==> src/design/i2cee_pkg.sv <==
// Shared types and constants of the I2C EEPROM byte master.
// Item structs, configuration struct, phase and byte-stage encodings.
// No dependencies; imported by every module of the block.
package i2cee_pkg;

  localparam int unsigned AddrW = 3;

  typedef logic [1:0] opcode_t;
  localparam opcode_t OP_TICK  = 2'd0;
  localparam opcode_t OP_WRITE = 2'd1;
  localparam opcode_t OP_READ  = 2'd2;

  localparam logic REG_DEVICE_SELECT = 1'b0;
  localparam logic REG_ACK_TIMEOUT   = 1'b1;

  localparam logic [6:0] DEVICE_SELECT_RST = 7'd80;
  localparam logic [7:0] ACK_TIMEOUT_RST   = 8'd200;

  typedef struct packed {
    opcode_t    opcode;
    logic [7:0] mem_addr;
    logic [7:0] write_data;
    logic       sda_in;
  } in_item_t;

  typedef struct packed {
    logic       scl_out;
    logic       sda_release;
    logic       busy_res;
    logic       done_res;
    logic [7:0] read_byte;
    logic       no_ack;
  } out_item_t;

  typedef struct packed {
    logic [6:0] device_select;
    logic [7:0] ack_timeout;
  } cfg_t;

  typedef struct packed {
    logic idle;
  } fsm_stat_t;

  typedef enum logic [16:0] {
    PH_IDLE  = 17'h00001,
    PH_ST1   = 17'h00002,
    PH_ST2   = 17'h00004,
    PH_ST3   = 17'h00008,
    PH_ST4   = 17'h00010,
    PH_BSET  = 17'h00020,
    PH_BHI   = 17'h00040,
    PH_BLO   = 17'h00080,
    PH_AREL  = 17'h00100,
    PH_APOLL = 17'h00200,
    PH_AEND  = 17'h00400,
    PH_RHI   = 17'h00800,
    PH_RSMP  = 17'h01000,
    PH_RLO   = 17'h02000,
    PH_SP1   = 17'h04000,
    PH_SP2   = 17'h08000,
    PH_SP3   = 17'h10000
  } phase_e;

  typedef enum logic [2:0] {
    STG_DEV_WR = 3'd0,
    STG_ADDR   = 3'd1,
    STG_DATA   = 3'd2,
    STG_DEV_RD = 3'd3,
    STG_RECV   = 3'd4
  } stage_e;

endpackage

==> src/design/i2cee_regs.sv <==
// APB-style configuration registers: device select and acknowledge timeout.
// Depends on i2cee_pkg for the register indexes and reset values.
module i2cee_regs (
  input  logic                      clk_i,
  input  logic                      rst_ni,
  input  logic                      psel,
  input  logic                      penable,
  input  logic                      pwrite,
  input  logic [i2cee_pkg::AddrW-1:0] paddr,
  input  logic [31:0]               pwdata,
  output logic [31:0]               prdata,
  output logic                      pready,
  output i2cee_pkg::cfg_t           cfg_o
);
  import i2cee_pkg::*;

  logic [6:0] dev_sel_q;
  logic [7:0] ack_to_q;
  logic       wr_en;
  logic       reg_idx;

  assign pready  = 1'b1;
  assign reg_idx = paddr[2];
  assign wr_en   = psel && penable && pwrite;

  always_ff @(posedge clk_i or negedge rst_ni) begin
    if (!rst_ni) begin
      dev_sel_q <= DEVICE_SELECT_RST;
      ack_to_q  <= ACK_TIMEOUT_RST;
    end else if (wr_en) begin
      case (reg_idx)
        REG_DEVICE_SELECT: dev_sel_q <= pwdata[6:0];
        REG_ACK_TIMEOUT:   ack_to_q  <= pwdata[7:0];
        default: ;
      endcase
    end
  end

  always_comb begin
    case (reg_idx)
      REG_DEVICE_SELECT: prdata = {25'd0, dev_sel_q};
      REG_ACK_TIMEOUT:   prdata = {24'd0, ack_to_q};
      default:           prdata = 32'd0;
    endcase
  end

  assign cfg_o.device_select = dev_sel_q;
  assign cfg_o.ack_timeout   = ack_to_q;

endmodule

==> src/design/i2cee_fsm.sv <==
// Bus phase sequencer: one phase per input item, with the transaction state.
// Depends on i2cee_pkg for item types, phase and byte-stage encodings.
module i2cee_fsm (
  input  logic                  clk_i,
  input  logic                  rst_ni,
  input  logic                  step_i,
  input  i2cee_pkg::in_item_t   item_i,
  input  i2cee_pkg::cfg_t       cfg_i,
  output i2cee_pkg::out_item_t  res_o,
  output i2cee_pkg::fsm_stat_t  stat_o
);
  import i2cee_pkg::*;

  phase_e     phase_q, phase_d;
  stage_e     stage_q, stage_d;
  logic [3:0] bit_cnt_q, bit_cnt_d;
  logic [3:0] bit_cnt_inc;
  logic [7:0] shifter_q, shifter_d;
  logic [7:0] polls_q, polls_d;
  logic       is_read_q, is_read_d;
  logic [7:0] addr_q, addr_d;
  logic [7:0] data_q, data_d;
  logic [7:0] rcvd_q, rcvd_d;
  logic       ack_fail_q, ack_fail_d;
  logic [7:0] wr_byte;
  logic       scl, sda, busy, done;

  assign wr_byte     = {cfg_i.device_select, 1'b0};
  assign bit_cnt_inc = bit_cnt_q + 4'd1;

  always_comb begin
    phase_d    = phase_q;
    stage_d    = stage_q;
    bit_cnt_d  = bit_cnt_q;
    shifter_d  = shifter_q;
    polls_d    = polls_q;
    is_read_d  = is_read_q;
    addr_d     = addr_q;
    data_d     = data_q;
    rcvd_d     = rcvd_q;
    ack_fail_d = ack_fail_q;
    scl        = 1'b1;
    sda        = 1'b1;
    busy       = 1'b1;
    done       = 1'b0;
    case (phase_q)
      PH_IDLE: begin
        if (item_i.opcode == OP_WRITE || item_i.opcode == OP_READ) begin
          is_read_d  = (item_i.opcode == OP_READ);
          addr_d     = item_i.mem_addr;
          data_d     = item_i.write_data;
          ack_fail_d = 1'b0;
          stage_d    = STG_DEV_WR;
          phase_d    = PH_ST2;
        end else begin
          busy = 1'b0;
        end
      end
      PH_ST1: begin
        scl     = 1'b0;
        phase_d = PH_ST2;
      end
      PH_ST2: phase_d = PH_ST3;
      PH_ST3: begin
        sda     = 1'b0;
        phase_d = PH_ST4;
      end
      PH_ST4: begin
        scl       = 1'b0;
        sda       = 1'b0;
        bit_cnt_d = '0;
        phase_d   = PH_BSET;
        if (stage_q == STG_DEV_RD) begin
          shifter_d = wr_byte + 8'd1;
        end else begin
          stage_d   = STG_DEV_WR;
          shifter_d = wr_byte;
        end
      end
      PH_BSET: begin
        scl     = 1'b0;
        sda     = shifter_q[7];
        phase_d = PH_BHI;
      end
      PH_BHI: begin
        sda     = shifter_q[7];
        phase_d = PH_BLO;
      end
      PH_BLO: begin
        scl       = 1'b0;
        sda       = shifter_q[7];
        shifter_d = {shifter_q[6:0], 1'b0};
        bit_cnt_d = bit_cnt_inc;
        phase_d   = (bit_cnt_inc >= 4'd8) ? PH_AREL : PH_BSET;
      end
      PH_AREL: begin
        scl     = 1'b0;
        polls_d = '0;
        phase_d = PH_APOLL;
      end
      PH_APOLL: begin
        if (!item_i.sda_in) begin
          phase_d = PH_AEND;
        end else if (polls_q >= cfg_i.ack_timeout) begin
          ack_fail_d = 1'b1;
          phase_d    = PH_AEND;
        end else begin
          polls_d = polls_q + 8'd1;
        end
      end
      PH_AEND: begin
        scl = 1'b0;
        case (stage_q)
          STG_DEV_WR: begin
            stage_d   = STG_ADDR;
            shifter_d = addr_q;
            bit_cnt_d = '0;
            phase_d   = PH_BSET;
          end
          STG_ADDR: begin
            if (is_read_q) begin
              stage_d = STG_DEV_RD;
              phase_d = PH_ST1;
            end else begin
              stage_d   = STG_DATA;
              shifter_d = data_q;
              bit_cnt_d = '0;
              phase_d   = PH_BSET;
            end
          end
          STG_DEV_RD: begin
            stage_d   = STG_RECV;
            shifter_d = '0;
            bit_cnt_d = '0;
            phase_d   = PH_RHI;
          end
          default: phase_d = PH_SP1;
        endcase
      end
      PH_RHI: phase_d = PH_RSMP;
      PH_RSMP: begin
        shifter_d = {shifter_q[6:0], item_i.sda_in};
        phase_d   = PH_RLO;
      end
      PH_RLO: begin
        scl       = 1'b0;
        bit_cnt_d = bit_cnt_inc;
        if (bit_cnt_inc >= 4'd8) begin
          rcvd_d  = shifter_q;
          phase_d = PH_SP1;
        end else begin
          phase_d = PH_RHI;
        end
      end
      PH_SP1: begin
        scl     = 1'b0;
        sda     = 1'b0;
        phase_d = PH_SP2;
      end
      PH_SP2: begin
        sda     = 1'b0;
        phase_d = PH_SP3;
      end
      default: begin
        // stop completes: SDA rises with SCL high
        done    = 1'b1;
        phase_d = PH_IDLE;
      end
    endcase
  end

  always_ff @(posedge clk_i or negedge rst_ni) begin
    if (!rst_ni) begin
      phase_q    <= PH_IDLE;
      stage_q    <= STG_DEV_WR;
      bit_cnt_q  <= '0;
      shifter_q  <= '0;
      polls_q    <= '0;
      is_read_q  <= 1'b0;
      addr_q     <= '0;
      data_q     <= '0;
      rcvd_q     <= '0;
      ack_fail_q <= 1'b0;
    end else if (step_i) begin
      phase_q    <= phase_d;
      stage_q    <= stage_d;
      bit_cnt_q  <= bit_cnt_d;
      shifter_q  <= shifter_d;
      polls_q    <= polls_d;
      is_read_q  <= is_read_d;
      addr_q     <= addr_d;
      data_q     <= data_d;
      rcvd_q     <= rcvd_d;
      ack_fail_q <= ack_fail_d;
    end
  end

  assign res_o.scl_out     = scl;
  assign res_o.sda_release = sda;
  assign res_o.busy_res    = busy;
  assign res_o.done_res    = done;
  assign res_o.read_byte   = rcvd_d;
  assign res_o.no_ack      = ack_fail_d;

  assign stat_o.idle = (phase_q == PH_IDLE);

endmodule

==> src/design/i2c_eeprom_byte_master_core.sv <==
// Top level of the I2C EEPROM byte master: input register, sequencer, result register.
// Depends on i2cee_pkg, i2cee_regs and i2cee_fsm.
//
//   port group   direction  handshake                   payload
//   in           in         in_valid_i / in_ready_o     in_i  (i2cee_pkg::in_item_t)
//   out          out        out_valid_o / out_ready_i   out_o (i2cee_pkg::out_item_t)
//   cfg          in         psel, penable, pready       paddr, pwdata, prdata
//
// Each item's result becomes valid once the item has waited in the input register
// and the phase sequencer has computed its result into the result register.
// One item per cycle unless stalled; the sequencer advances one bus phase per item.
// Reset puts the bus idle with both lines released and the registers at defaults.
// A stalled result holds the sequencer; the input register still takes one item.
module i2c_eeprom_byte_master_core (
  input  logic                        clk_i,
  input  logic                        rst_ni,
  input  logic                        in_valid_i,
  output logic                        in_ready_o,
  input  i2cee_pkg::in_item_t         in_i,
  output logic                        out_valid_o,
  input  logic                        out_ready_i,
  output i2cee_pkg::out_item_t        out_o,
  input  logic                        psel,
  input  logic                        penable,
  input  logic                        pwrite,
  input  logic [i2cee_pkg::AddrW-1:0] paddr,
  input  logic [31:0]                 pwdata,
  output logic [31:0]                 prdata,
  output logic                        pready
);
  import i2cee_pkg::*;

  in_item_t  in_q;
  logic      in_vld_q;
  out_item_t res_q;
  out_item_t res_d;
  logic      res_vld_q;
  logic      step;
  cfg_t      cfg;
  fsm_stat_t stat;

  // advance when an item waits and the result slot is free or draining
  assign step       = in_vld_q && (!res_vld_q || out_ready_i);
  assign in_ready_o = !in_vld_q || step;

  always_ff @(posedge clk_i or negedge rst_ni) begin
    if (!rst_ni) begin
      in_vld_q  <= 1'b0;
      res_vld_q <= 1'b0;
    end else begin
      if (in_ready_o) begin
        in_vld_q <= in_valid_i;
      end
      if (step) begin
        res_vld_q <= 1'b1;
      end else if (out_ready_i) begin
        res_vld_q <= 1'b0;
      end
    end
  end

  always_ff @(posedge clk_i) begin
    if (in_ready_o && in_valid_i) begin
      in_q <= in_i;
    end
    if (step) begin
      res_q <= res_d;
    end
  end

  i2cee_regs u_regs (
    .clk_i   (clk_i),
    .rst_ni  (rst_ni),
    .psel    (psel),
    .penable (penable),
    .pwrite  (pwrite),
    .paddr   (paddr),
    .pwdata  (pwdata),
    .prdata  (prdata),
    .pready  (pready),
    .cfg_o   (cfg)
  );

  i2cee_fsm u_fsm (
    .clk_i  (clk_i),
    .rst_ni (rst_ni),
    .step_i (step),
    .item_i (in_q),
    .cfg_i  (cfg),
    .res_o  (res_d),
    .stat_o (stat)
  );

  assign out_valid_o = res_vld_q;
  assign out_o       = res_q;

  a_stall_only_when_full: assert property (@(posedge clk_i) disable iff (!rst_ni)
    !in_ready_o |-> (in_vld_q && out_valid_o && !out_ready_i))
    else $error("input stalled while a stage was free");

  a_cmd_leaves_idle: assert property (@(posedge clk_i) disable iff (!rst_ni)
    (step && stat.idle && (in_q.opcode == OP_WRITE || in_q.opcode == OP_READ))
      |=> (!stat.idle && out_o.busy_res))
    else $error("command did not start a transaction");

  a_done_returns_idle: assert property (@(posedge clk_i) disable iff (!rst_ni)
    (out_valid_o && out_o.done_res) |-> (stat.idle && out_o.scl_out && out_o.sda_release))
    else $error("stop completed but sequencer not idle");

  a_idle_result_not_busy: assert property (@(posedge clk_i) disable iff (!rst_ni)
    (step && stat.idle && in_q.opcode != OP_WRITE && in_q.opcode != OP_READ)
      |=> (!out_o.busy_res && stat.idle))
    else $error("idle tick reported busy");

endmodule
==> config.mk <==
export PLATFORM = sky130hd
export DESIGN_NAME = i2c_eeprom_byte_master_core
export DESIGN_NICKNAME = d
export VERILOG_FILES = /design/src/design/i2cee_pkg.sv /design/src/design/i2cee_regs.sv /design/src/design/i2cee_fsm.sv /design/src/design/i2c_eeprom_byte_master_core.sv
export SDC_FILE = /design/constraint.sdc
export NUM_CORES = 1
export LEC_CHECK = 0
export BUFFER_PORTS_ARGS = -buffer_cell sky130_fd_sc_hd__buf_2
export CAP_MARGIN = 15
export CORE_MARGIN = 3
export CORE_UTILIZATION = 55
export CTS_CLUSTER_DIAMETER = 200
export DETAILED_ROUTE_END_ITERATION = 8
export PLACE_DENSITY = 0.87
export SLEW_MARGIN = 20
export SYNTH_ARGS = -nofsm -noshare
export SYNTH_HDL_FRONTEND = slang
export SYNTH_SLANG_ARGS = --single-unit
==> constraint.sdc <==
create_clock -name clk_i -period 7.9 [get_ports clk_i]
set_clock_uncertainty 0.05 [all_clocks]
set_input_delay 1.58 -clock clk_i [delete_from_list [all_inputs] [get_ports clk_i]]
set_output_delay 1.58 -clock clk_i [all_outputs]
set_load 0.02 [all_outputs]
== Word level (Yosys, flattened, before mapping) ==
Index checks and enable logic that the tools add are counted.
Widths: inputs -> output; s select.
Operators by class
  $lt $le $gt $ge: 2
  $mul: 0
  reductions and logical operators: 29
  multiplexer cells: 36
  add/subtract/negate cells: 3
  shift-type cells: 0
  div/mod/pow operators: 0
  bitwise gates (word level): 1
  eq/ne operators: 28
Operator list (number)
  $pmux 17 s16: 1
  $pmux 32 s2: 1
  $mux 17: 3
  $pmux 17 s3: 1
  $mux 8: 6
  $pmux 8 s4: 1
  $pmux 8 s3: 1
  $pmux 3 s3: 2
  $eq 17x1->1 const B: 1
  $eq 17x10->1 const B: 1
  $eq 17x11->1 const B: 1
  $eq 17x12->1 const B: 1
  $eq 17x13->1 const B: 1
  $eq 17x14->1 const B: 1
  $eq 17x15->1 const B: 1
  $eq 17x16->1 const B: 1
  $eq 17x2->1 const B: 1
  $eq 17x3->1 const B: 1
  $eq 17x4->1 const B: 1
  $eq 17x5->1 const B: 1
  $eq 17x6->1 const B: 1
  $eq 17x7->1 const B: 1
  $eq 17x8->1 const B: 1
  $eq 17x9->1 const B: 1
  other kinds (40): 67
Storage, ports and cells
  flip-flop bits (word level): 115
  bits in writable memories: 0
  bits in latches: 0
  memories: 0
  logic and storage cells: 123
  output and inout bits: 48
  bits of input ports: 61
  memory bits (read-only): 0

== Depth between registers and ports, before layout ==
Gate-level depths: netlist (run 1).
  depth after elaboration: 5
  gate-level depth with buffers: 9
  depth with buffers taken out: 8

== Hierarchy ==
Synthesis (run 1) repeated with hierarchy kept, for this count alone.
Second synthesis, totals
  cell total of the unflattened synthesis: 514
  area total of the unflattened synthesis: 6024.5 um^2
Modules (own cells, without submodules)
  i2cee_fsm: area each 4071.4 um^2, times used 1, cells each 406, sequential area each 1652.8 um^2
  i2c_eeprom_byte_master_core: area each 1064.8 um^2, times used 1, cells each 40, sequential area each 1011.0 um^2
  i2cee_regs: area each 888.4 um^2, times used 1, cells each 68, sequential area each 381.6 um^2

== Worst setup path before layout (run 1) ==
Ideal clock, no wire load.
  path type: in2out
  from: in paddr[2] in the netlist's numbering
  to: out prdata[0]
  required time: 6.270 ns
  arrival: 2.289 ns
  stages on the path: 2
  setup slack: 3.981 ns
  path buffers: 1
  cell sequence: clkbuf_1 -> mux2_2
On the way
  word-level cells in the longest chain between the ends: 2
RTL lines
  from (decl): line i2c_eeprom_byte_master_core.sv:26  | input logic [i2cee_pkg::AddrW-1:0] paddr,
  $not 1->1 (no source line)
  $pmux 32 s2 (*): line i2cee_regs.sv:40  | case (reg_idx)
  to (decl): line i2c_eeprom_byte_master_core.sv:28  | output logic [31:0] prdata,
Mark *: on every way between the ends. The rest lies on a longest branch, timed or not. The select of a mux whose other input is x is not followed.

== Worst setup path in the final report (run 1) ==
  from: in paddr[2] in the netlist's numbering
  to: out prdata[2]
The elaborated chain is that of the path after synthesis.

==> impl_metrics.json, run 1 <==
{
  "final_common_cell": "dfrtp_1",
  "finalWeightedCongestion": 0.9293,
  "placementRows": 36,
  "fin_setup_tns_ns": 0,
  "cp_slowest_cell": "mux2_2",
  "r2r_cells": 6,
  "cts_tree": "done",
  "htreeDepth": 4,
  "numPortBuffers": 57,
  "p_per_area_mw_per_mm2": 316.4,
  "cts_setup_buffers": 0,
  "fin_area_mm2": 0.006679,
  "async_flop_share": 0.7217,
  "grt_max_degree": 84,
  "avgSynthCellArea_um2": 11.71,
  "viasPerCell": 5.974,
  "nFillCells": 703,
  "first_iter_violations": 447,
  "netlist_area_mm2": 0.005783,
  "cts_hold_buf": 0,
  "p_sw_frac": 0.3201,
  "cts_buffers": 17,
  "hpwlAfterDp_um": 8431,
  "crit_top_cell": "buf_2",
  "io_pins": 109,
  "critical_path_class": "primary input to output port",
  "holdWs_ns": 0.4341,
  "ant_nets": 0,
  "path_delay_family": "buffers and inverters",
  "period_share": 0.5011,
  "vdd_drop_max_uv": 180.0,
  "worst_pin_slew_ns": 0.9002,
  "arrival_ns": 2.33,
  "seqPwrFrac": 0.404,
  "placed_area_mm2": 0.006073,
  "clk_pin_slew_ns": 0.06,
  "p_clk_frac": 0.367,
  "multi_input_area_mm2": 0.002487,
  "synth_top_area_frac": 0.3332,
  "grt_pass1_vias": 4188,
  "period_needed_ns": 3.958,
  "nets": 627,
  "cp_max_fo": 10,
  "synthCells": 494,
  "critPathMaxStageDelay_ns": 0.37,
  "outcome": "finished clean",
  "start_util": 0.5783,
  "yosysUniqueCellTypes": 60,
  "yosysSeqAreaShare": 0.5266,
  "finalWirelength_um": 12690,
  "synth_area_leaders": "dfrtp_1 33%, edfxtp_1 17%, mux2_2 14%",
  "yosysWarnings": 0,
  "drv_slew": 0,
  "whs_path_depth": 1,
  "synth_flop_cell": "dfrtp_1",
  "min_from": "in_q[15]",
  "worstSkewPairLatency_ns": 0.52,
  "setup_ws_ns": 3.942,
  "die_width_um": 108.5,
  "total_leakage_power_nw": 2.925,
  "drc_errors": 0,
  "pre_cts_ws_ns": 3.788,
  "reg2reg_to": "u_fsm.polls_q[7]",
  "grtUsageTotal": 0.2299,
  "r2r-start": "u_fsm.phase_q[15]",
  "routedWlPerCell_um": 18.11,
  "ys_ff_latch": 115,
  "layout-drive-gt1-share": 0.3116,
  "pwr-share-comb": 0.229,
  "min_to": "u_fsm.addr_q[6]",
  "first_pass_iters": 5,
  "internal-power_mw": 1.437,
  "layout.area.seq_mm2": 0.003045,
  "clock-root-buffer": "clkbuf_8",
  "clock.fmax_mhz": 252.6,
  "startpoint_type": "primary input",
  "hp-class": "flip-flop to flip-flop",
  "clock_sinks": 115,
  "antenna_found_initial": 0,
  "hold_viol": 0,
  "crit_required_ns": 6.27,
  "vias": 4188,
  "maxSlewHeadroom": 0.3999,
  "synth_area_leader_cell": "dfrtp_1",
  "post-route-util": 0.6679,
  "finalSetupViolations": 0,
  "layout_common_cells": "77 x dfrtp_1, 70 x mux2_2, 56 x buf_2, 32 x edfxtp_1, 29 x nand2_1",
  "grt_pass1_wl_um": 20950,
  "synth_enable_flop_cells": 32,
  "power_switching_uw": 676.5,
  "timing.reg2reg.setup_slack_ns": 4.87,
  "area_delta_synth_final_pct": 15.49,
  "rsz0062_at_grt": "false",
  "dieArea_mm2": 0.01178,
  "drv_cap": 0,
  "diodes": 0,
  "crit_chain": "buf_2 -> mux2_2 -> buf_2",
  "grt-ovfl-total": 0,
  "endpoint_kind": "output port",
  "coreArea_mm2": 0.01000,
  "clk_path_buf_depth": 2,
  "cts_resized": 0,
  "crit_buf_inv": 2,
  "dieHeight_um": 108.5
}
## metal layers
layer / global-route usage / share of wire / vias to the layer above
met5: 0 / 0 / -
met4: 0.09107 / 0.022 / 0
met3: 0.05791 / 0.071 / 29
met2: 0.3747 / 0.50 / 187
met1: 0.2953 / 0.41 / 2060
li1: - / - / 1912
## worst max-delay path by stage
| stage | depth (start not counted) | startpoint | slack [ns] | to |
|---|---|---|---|---|
| detailed placement | 8 | out_ready_i | 3.79 | u_fsm.polls_q[7] |
| CTS | 3 | paddr[2] | 3.95 | prdata[0] |
| floorplan | 2 | paddr[2] | 3.98 | prdata[0] |
| global route | 3 | paddr[2] | 3.90 | prdata[2] |
| finish | 3 | paddr[2] | 3.94 | prdata[2] |
| global placement | 8 | out_ready_i | 3.85 | u_fsm.polls_q[5] |
## state kept, by name, summed over array words and instances, names as in the netlist
register and cells:
in_q 19, u_regs.ack_to_q 8, u_fsm.shifter_q 8, u_fsm.ack_fail_q 1, out_valid_o 1, out_o 13
u_regs.dev_sel_q 7, u_fsm.stage_q 3, u_fsm.bit_cnt_q 4, u_fsm.data_q 8, u_fsm.addr_q 8, u_fsm.polls_q 8
in_vld_q 1, u_fsm.phase_q 17, u_fsm.is_read_q 1, u_fsm.rcvd_q 8
## cell type report
cell class,count,area share
clock buffer,18,0.06407
clock inverter,14,0.02604
inverter,21,0.01180
multi-input combinational,342,0.3724
sequential,115,0.4560
tap,133,0.02492
timing repair buffer,58,0.04477
## cells by family after synthesis
logic type | synth area share
buffers and inverters | 0.05820
flip-flops | 0.5266
XOR/XNOR | 0.01060
other | 0.001299
AO/OA/AOI/OAI | 0.08892
multiplexers | 0.1432
adder cells (fa/ha/maj) | 0.02380
AND/OR/NAND/NOR | 0.1473
## power by group through the flow
stage | sequential, mW | clock, mW | combinational (mW)
2_1_floorplan | 0.819 | 0 | 0.375
3_3_place_gp | 0.845 | 0 | 0.447
3_5_place_dp | 0.855 | 0 | 0.471
4_1_cts | 0.850 | 0.783 | 0.482
5_1_grt | 0.865 | 0.813 | 0.533
6_report | 0.854 | 0.776 | 0.484
## synth_stat cells (all sizes together), types with 5 or more instances
| cell | instances |
|---|---|
| a31oi | 8 |
| dfrtp | 77 |
| edfxtp | 32 |
| o21ai | 22 |
| a21oi | 11 |
| nor3 | 8 |
| nor4 | 7 |
| a221oi | 7 |
| o22ai | 7 |
| nand2 | 29 |
| clkbuf | 5 |
| nand4 | 9 |
| inv | 21 |
| nand3b | 5 |
| nor2 | 27 |
| ha | 11 |
| nand3 | 17 |
| or4 | 7 |
| mux2 | 70 |
| nor3b | 7 |
| buf | 34 |
| nand2b | 7 |
| dfstp | 6 |
## worst reg2reg max path: stages, from the launching register on
cell	delay (ns)
dfrtp_1	0.46
nor4_2	0.50
and3_1	0.51
nand4_1	0.21
a211o_1	0.48
or4_1	0.57
a21oi_1	0.17
## metrics by stage
stage | power (mW) | cells
global placement | 1.291 | 669
floorplan | 1.194 | 517
CTS | 2.115 | 701
finish | 2.114 | 701
detailed placement | 1.326 | 669
global route | 2.211 | 701
Power figures use the tool's default switching activity.
==> inputs of run 2 (changes only) <==
--- a/config.mk
+++ b/config.mk
@@ -8,10 +8,10 @@
 export BUFFER_PORTS_ARGS = -buffer_cell sky130_fd_sc_hd__buf_2
 export CAP_MARGIN = 15
 export CORE_MARGIN = 3
-export CORE_UTILIZATION = 55
+export CORE_UTILIZATION = 50
 export CTS_CLUSTER_DIAMETER = 200
 export DETAILED_ROUTE_END_ITERATION = 8
-export PLACE_DENSITY = 0.87
+export PLACE_DENSITY = 0.84
 export SLEW_MARGIN = 20
 export SYNTH_ARGS = -nofsm -noshare
 export SYNTH_HDL_FRONTEND = slang
==> constraint.sdc (replaced) <==
create_clock -name clk_i -period 3.64 [get_ports clk_i]
set_clock_uncertainty 0.05 [all_clocks]
set_input_delay 0.728 -clock clk_i [delete_from_list [all_inputs] [get_ports clk_i]]
set_output_delay 0.728 -clock clk_i [all_outputs]
set_load 0.02 [all_outputs]
==> run 2 against run 1 <==
  * Sequential cell count stayed put
  * Core utilization is 6.8 points lower
  * Non-clock buffer count is 2 higher
  * Sequential share of layout area is 0.26 points higher
  * Count of clock-buffer cells in the layout is 2 higher
  * Via count is 1.7% lower
  * Cell count is 1.3% higher
  * Wire length is 6.1% lower
  * First-iteration DRC count is 30% lower
  * Critical path depth is 3 higher
  * Worst hold slack worse by 0.15 ns
  * Critical path type is now flip-flop to flip-flop
  * Highest routed layer unchanged
==> impl_metrics.json, run 2 (synthesis gave the netlist of run 1 again) <==
{
  "clock.fmax_mhz": 330.5,
  "first_pass_iters": 5,
  "hpwlAfterDp_um": 8405,
  "grt_pass1_wl_um": 20110,
  "vias": 4115,
  "hold_viol": 0,
  "routedWlPerCell_um": 16.79,
  "cts_setup_buffers": 0,
  "antenna_found_initial": 0,
  "timing.reg2reg.setup_slack_ns": 0.61,
  "startpoint_type": "flip-flop",
  "outcome": "finished clean",
  "endpoint_kind": "flip-flop",
  "cp_max_fo": 16,
  "layout.area.seq_mm2": 0.003045,
  "cts_tree": "done",
  "coreArea_mm2": 0.01108,
  "htreeDepth": 4,
  "nets": 629,
  "arrival_ns": 3.31,
  "clock-root-buffer": "clkbuf_16",
  "fin_setup_tns_ns": 0,
  "r2r-start": "u_fsm.phase_q[6]",
  "critical_path_class": "flip-flop to flip-flop",
  "layout_common_cells": "77 x dfrtp_1, 70 x mux2_2, 56 x buf_2, 32 x edfxtp_1, 29 x nand2_1",
  "grt_max_degree": 84,
  "drc_errors": 0,
  "drv_slew": 0,
  "cts_hold_buf": 0,
  "layout-drive-gt1-share": 0.3105,
  "largest_reg_flops": 19,
  "top_register": "in_q",
  "first_iter_violations": 311,
  "grt_pass1_vias": 4187,
  "vdd_drop_max_uv": 604.3,
  "period_share": 0.8314,
  "viasPerCell": 5.796,
  "cts_buffers": 17,
  "holdWs_ns": 0.2858,
  "start_util": 0.5220,
  "cts_resized": 0,
  "worstSkewPairLatency_ns": 0.41,
  "hp-class": "primary input to async pin",
  "setup_ws_ns": 0.6139,
  "pre_cts_ws_ns": 0.7266,
  "grt-ovfl-total": 0,
  "r2r_cells": 6,
  "post-route-util": 0.5995,
  "nFillCells": 825,
  "maxSlewHeadroom": 0.4036,
  "drv_cap": 0,
  "finalSetupViolations": 0,
  "multi_input_area_mm2": 0.002487,
  "io_pins": 109,
  "ant_nets": 0,
  "die_width_um": 113.5,
  "area_delta_synth_final_pct": 14.84,
  "worst_pin_slew_ns": 0.8917,
  "clk_pin_slew_ns": 0.05,
  "dieHeight_um": 113.5,
  "placementRows": 38,
  "finalWirelength_um": 11920,
  "total_leakage_power_nw": 2.906,
  "final_common_cell": "dfrtp_1",
  "finalWeightedCongestion": 0.9432,
  "numPortBuffers": 57,
  "reg2reg_to": "u_fsm.polls_q[7]",
  "diodes": 0,
  "period_needed_ns": 3.026,
  "crit_required_ns": 3.93,
  "rsz0062_at_grt": "false",
  "dieArea_mm2": 0.01289,
  "grtUsageTotal": 0.1964,
  "p_per_area_mw_per_mm2": 652.5,
  "clock_sinks": 115,
  "clk_path_buf_depth": 2
}
## run 2: cell count changes in the layout (fill, tap and decap cells not counted), sizes merged
cell    before  now
clkinv       3    7
bufinv       3    0
inv         25   22
buf         58   60
clkbuf      18   20
## run 2: area by class of cell
type                       count  share of cell area
clock buffer                  20             0.06726
clock inverter                12             0.01281
inverter                      21             0.01187
multi-input combinational    342              0.3745
sequential                   115              0.4586
tap                          140             0.02638
timing repair buffer          60             0.04861
## run 2: metrics by stage
stage | area (um2) | total power [mW] | cells
after CTS | 6621 | 4.343 | 709
after detailed placement | 6090 | 2.864 | 677
after floorplan | 5869 | 2.591 | 517
final | 6641 | 4.333 | 710
after global routing | 6641 | 4.569 | 710
after global placement | 6090 | 2.806 | 677
## run 2: report_power, final
| group | switching [mW] | internal [mW] |
|---|---|---|
| logic | 0.577 | 0.450 |
| registers | 0.241 | 1.61 |
| clock network | 0.578 | 0.883 |
| total | 1.39 | 2.94 |
## run 2: worst max-delay path by stage
stage	start	to
finish	u_fsm.phase_q[6]	u_fsm.polls_q[7]
global route	u_fsm.phase_q[6]	u_fsm.polls_q[6]
CTS	u_fsm.phase_q[6]	u_fsm.polls_q[7]
detailed placement	u_fsm.phase_q[6]	u_fsm.polls_q[7]
global placement	u_fsm.phase_q[6]	u_fsm.polls_q[6]
floorplan	out_ready_i	u_fsm.phase_q[11]
## run 2: critical path, stage by stage, from the launching register on
cell     delay (ns)
dfrtp_1        0.46
nor3_1         0.54
and3_1         0.51
nand4_1        0.19
a211o_1        0.47
or4_1          0.57
a21oi_1        0.16
## run 2: metal layers
metal | part of all wire | GRT usage
met1 | 0.42 | 0.2427
met2 | 0.48 | 0.3176
met3 | 0.066 | 0.05093
met4 | 0.030 | 0.1034
met5 | 0 | 0
